## config.mk

```make
export PLATFORM = sky130hd
export DESIGN_NAME = rpi_cell
export DESIGN_NICKNAME = d
export VERILOG_FILES = /design/src/hw/rtl/rgb_palette_indexer_macros.svh /design/src/hw/rtl/rpi_pkg.sv /design/src/hw/rtl/rpi_cell.sv
export SDC_FILE = /design/constraint.sdc
export NUM_CORES = 1
export LEC_CHECK = 0
export ABC_AREA = 1
export BUFFER_PORTS_ARGS = -buffer_cell sky130_fd_sc_hd__buf_2
export CAP_MARGIN = 20
export CORE_MARGIN = 2
export CORE_UTILIZATION = 49
export DETAILED_ROUTE_END_ITERATION = 7
export PLACE_DENSITY = 0.89
export SLEW_MARGIN = 20
export SYNTH_ARGS = -nofsm -noshare
export SYNTH_HDL_FRONTEND = slang
export SYNTH_SLANG_ARGS = --single-unit
```

## constraint.sdc

```tcl
create_clock -name clk -period 3.7 [get_ports clk]
set_input_delay 0 -clock clk [delete_from_list [all_inputs] [get_ports clk]]
set_output_delay 0 -clock clk [all_outputs]
set_load 0.1 [all_outputs]
```

## src/hw/rtl/rgb_palette_indexer_macros.svh

```systemverilog
// assertion macros used by the palette indexer top module
`ifndef RGB_PALETTE_INDEXER_MACROS_SVH
`define RGB_PALETTE_INDEXER_MACROS_SVH
`ifndef SYNTHESIS
// same-cycle implication, checked out of reset
`define RPI_ASSERT_IMP(lbl, ante, cons) \
  lbl: assert property (@(posedge clk) disable iff (!rst_n) (ante) |-> (cons)) \
    else $error("rpi assertion failed");
// next-cycle implication, checked out of reset
`define RPI_ASSERT_NXT(lbl, ante, cons) \
  lbl: assert property (@(posedge clk) disable iff (!rst_n) (ante) |=> (cons)) \
    else $error("rpi assertion failed");
`else
`define RPI_ASSERT_IMP(lbl, ante, cons)
`define RPI_ASSERT_NXT(lbl, ante, cons)
`endif
`endif

```

## src/hw/rtl/rpi_pkg.sv

```systemverilog
`default_nettype none
package rpi_pkg;

  localparam int CFG_W = 9;

  typedef logic [23:0]      color_t;
  typedef logic [7:0]       idx_t;
  typedef logic [CFG_W-1:0] cfg_t;

  localparam cfg_t PE_RESET = cfg_t'(256);

  typedef enum logic [1:0] {
    ST_MATCHED = 2'd0,
    ST_ADDED   = 2'd1,
    ST_FULL    = 2'd2
  } status_t;

  // search token walking down the row of cells
  typedef struct packed {
    logic    act;
    logic    done;
    idx_t    idx;
    status_t status;
  } tok_t;

  // signals fanned out from the top to every cell
  typedef struct packed {
    logic   en;
    logic   add_ok;
    color_t color;
  } bcast_t;

endpackage
`default_nettype wire

```

## src/hw/rtl/rpi_cell.sv

```systemverilog
`default_nettype none
module rpi_cell #(
  parameter int CELL_IDX = 0,
  parameter int CNT_W    = 9
) (
  input  wire              clk,
  input  wire              rst_n,
  input  rpi_pkg::bcast_t  bc,
  input  wire  [CNT_W-1:0] cnt,
  input  rpi_pkg::tok_t    tok_in,
  output rpi_pkg::tok_t    tok_out
);

  localparam logic [CNT_W-1:0] MY_POS = CNT_W'(CELL_IDX);

  rpi_pkg::color_t color_r;
  rpi_pkg::tok_t   tok_r;
  rpi_pkg::tok_t   tok_nxt;
  logic            live;
  logic            here;
  logic            hit;
  logic            wr_en;

  assign live  = tok_in.act && !tok_in.done;
  // this cell is the first free slot
  assign here  = (cnt == MY_POS);
  // only entries below the count hold stored colors
  assign hit   = (MY_POS < cnt) && (color_r == bc.color);
  assign wr_en = bc.en && live && here && bc.add_ok;

  always_comb begin
    tok_nxt = tok_in;
    if (live) begin
      priority if (hit) begin
        tok_nxt.done   = 1'b1;
        tok_nxt.idx    = rpi_pkg::idx_t'(CELL_IDX);
        tok_nxt.status = rpi_pkg::ST_MATCHED;
      end else if (here) begin
        tok_nxt.done = 1'b1;
        if (bc.add_ok) begin
          tok_nxt.idx    = rpi_pkg::idx_t'(CELL_IDX);
          tok_nxt.status = rpi_pkg::ST_ADDED;
        end else begin
          tok_nxt.idx    = '0;
          tok_nxt.status = rpi_pkg::ST_FULL;
        end
      end
    end
  end

  always_ff @(posedge clk) begin
    if (!rst_n) begin
      tok_r <= '0;
    end else if (bc.en) begin
      tok_r <= tok_nxt;
    end
  end

  always_ff @(posedge clk) begin
    if (wr_en) begin
      color_r <= bc.color;
    end
  end

  assign tok_out = tok_r;

endmodule
`default_nettype wire

```

==> out/metrics.sh <==
NUMBER_OF_BUFFERS_ADDED_ON_PORTS=60
FINALMAXSLEWVIOLATIONS=0
SYN_TO_FINAL_GROWTH_PCT=38.6
POST_CTS_RESIZE_COUNT=0
CTS_TREE='yes'
CLOCK_BUFFER_COUNT_FROM_CTS=5
SYNTH-SEQ-CELLS=36
CORE_AREA_SQ_UM=3660
CP_DATA_ARRIVAL_TIME_NS=1.69
DESIGN.DIE.AREA_SQ_UM=4340
CTS_SINKS=36
GRT_PASS1_VIAS=1626
POWER_DENSITY_nW_PER_UM2=353
H-TREE-DEPTH=2
SYNTH_CELLS=218
LAYOUT_CELL_SHARE_WITH_DRIVE_STRENGTH_BEYOND_1_PCT=24.1
MAXCAPVIOLATIONS=0
CTS_HOLD_BUFFERS=27
MAXSLEWHEADROOM_PCT=67.3
FP.DIEH_MICRONS=65.8
TIMING.CRITICAL_PATH.BUF_INV=4
FINAL_CELL_MIX='nand2_1, buf_2, dlygate4sd3_1'
MAPPEDNETLISTNETS=267
SETUP.WORST_PATH.CLASS='in2reg'
ANT_NETS=0
ROUTE.VIAS.TOTAL=1651
PERIOD_SHARE_PCT=46.6
TIMING.FINAL.CRIT_PERIOD_NS=1.72
ENDPOINT_KIND='register'
CELL_CHOSEN_FOR_THE_CLOCK_ROOT='clkbuf_8'
WORSTHOLDPATHTYPE='in2reg'
GRT_PASS1_WL_MM=6.93
DPL.HPWL_MM=2.86
CRITICAL-PATH-TOP-CELL-BY-COUNT='nand2_1'
FINAL_HOLD_VIOL_COUNT=0
SYNTH_AREA_PER_CELL_SQ_UM=8.60
PATH_CELLS='dlygate4sd3_1 > buf_2 > nand2_1 > inv_1 > nand2_1 > nor3b_2 > buf_4'
LAYOUT.CELLS.MOST_COMMON='nand2_1'
TIMING.CRITICAL_PATH.SLOWEST_STAGE_CELL='dlygate4sd3_1'
LAYOUT.NETS=359
SYNTHDISTINCTLIBCELLS=19
INITIALDRTVIOLATIONCOUNT=70
CLK-INSERTION-DELAY-LATE_NS=0.29
CRITPATHMAXFANOUT=24
GP_ROUTABILITY_CONGESTION=0.832
TIMING.CRITICAL_PATH.FROM_TYPE='input pin'
P_TOTAL_uW=917
REQUIRED_NS=3.66
TOTAL_CONGESTION_OVERFLOW=0
FIN_SETUP_TNS_NS=0
ANTENNA_VIOLATIONS_BEFORE_REPAIR=0
WIRELENGTH_MM=4.19
YOSYS_WARNINGS=0
CTS_SETUP_BUFFERS=0
TIMING.FINAL.SETUP_VIOLATIONS=0
GRT_UTIL_ALL_LAYERS_PCT=21.4
P_LEAK_nW=1.20
CRIT_PATH_MAX_INCR_DELAY_NS=0.52
ROWS=22
ROUTE.DETAILED.DRC=0
FLOORPLAN.INITIALDENSITY_PCT=51.2
VIASPERCELL=4.60
N_FILL_CELL=249
RUN_STATUS='finished, final reports clean'
FINALCLOCKSKEW_NS=0.00447
CRITPATHTOPFAMILY='buffers and inverters'
GRT_SETUP_UNREPAIRED='no'
TIMING.FMAX_MHz=580
IOPINCOUNT=61
GRT_START_MAX_NET_PINS=25
ANTENNA_CELLS=0
WIRE_PER_INST_MICRONS=11.7
VDD_DROP_MAX_uV=247
WORST_SLEW_PIN_SLEW_NS=0.494
DIE_WIDTH_MICRONS=65.8
DR.PASS1.ITERS=4
SYNTH_AREA_SQ_UM=1870
SYNTH.YOSYS.SEQ_AREA_SHARE_PCT=51.3
CTS-ROOT-TO-SINK-BUFFERS=2
CLKSLEWWORSTSETUPHOLDPATHS_NS=0.07
-- routing by layer --
metal  up-vias  routed length (microns)  global-route usage [%]
met5         -                        0                       0
met4         0                       80                    9.38
met3         8                      165                    4.43
met2        45                     2070                    35.4
met1       731                     1870                    27.0
li1        867                        -                       -
-- path summary, 6_finish.rpt --
kind | from | end | slack [ns] | depth (start not counted)
max | tok_in[11] | color_r[19] | 1.98 | 7
min | tok_in[10] | tok_out[10] | 0.03 | 5
max reg2reg | color_r[16] | tok_out[4] | 2.12 | 8
min reg2reg | tok_out[5] | tok_out[5] | 0.47 | 2
-- sequential cells by signal, indices dropped and copies added (netlist names) --
register,flops
tok_out,12
color_r,24
-- power by group --
| group | leakage [nW] | total [mW] | switching [mW] | internal, mW |
|---|---|---|---|---|
| Sequential | 0.315 | 0.439 | 0.00378 | 0.436 |
| Combinational | 0.830 | 0.174 | 0.109 | 0.0650 |
| Clock | 0.0515 | 0.304 | 0.134 | 0.170 |
| Total | 1.20 | 0.917 | 0.246 | 0.670 |
-- synthesized netlist by cell type --
cell / count / area, sq um
inv_1: 26 / 97.6
a21oi_1: 12 / 60.1
clkbuf_1: 1 / 3.75
dfxtp_1: 12 / 240
nand2_1: 63 / 236
xnor2_1: 18 / 158
buf_6: 1 / 11.3
buf_2: 1 / 5.00
nor3b_1: 1 / 7.51
nor2_1: 25 / 93.8
xnor2_2: 1 / 16.3
nor2_2: 3 / 18.8
nand3_4: 1 / 17.5
o21ai_0: 4 / 20.0
clkinv_1: 2 / 7.51
nand3_1: 12 / 60.1
nand4_2: 1 / 12.5
edfxtp_1: 24 / 721
xor2_1: 10 / 87.6
-- cell families after synthesis --
| logic type | after synthesis | share of synthesized area (%) |
|---|---|---|
| flip-flops | 36 | 51.3 |
| AND/OR/NAND/NOR | 106 | 23.8 |
| XOR/XNOR | 29 | 14.0 |
| AO/OA/AOI/OAI | 16 | 4.27 |
| buffers and inverters | 31 | 6.68 |
-- cell type report --
cell class                      instances  area [sq um]  area share (%)
Clock buffer                            8           100            3.85
Timing Repair Buffer                   88           578            22.3
Sequential cell                        36           961            37.0
Inverter                               28           105            4.05
Multi-Input combinational cell        151           793            30.5
Tap cell                               48          60.1            2.31
-- metrics by stage --
| stage | utilization [%] | instance area (sq um) | setup WS (ns) | std cells | hold slack [ns] |
|---|---|---|---|---|---|
| floorplan | - | 1870 | 0.844 | 218 | 0.0989 |
| global placement | 60.8 | 2230 | 2.06 | 324 | 0.204 |
| detailed placement | 60.8 | 2230 | 2.01 | 324 | 0.208 |
| CTS | 71.0 | 2600 | 1.99 | 359 | 0.0311 |
| global route | 71.0 | 2600 | 1.81 | 359 | 0.0557 |
| finish | 71.0 | 2600 | 1.98 | 359 | 0.0341 |
-- worst reg2reg max path, cell delays in order, from the launching register on --
cell	delay (ns)
edfxtp_1	0.39
xnor2_1	0.26
nand2_1	0.12
nor2_1	0.15
nand2_1	0.08
nor2_2	0.12
nand3_4	0.15
nand3_1	0.12
a21oi_1	0.07
Power figures use the tool's default switching activity.
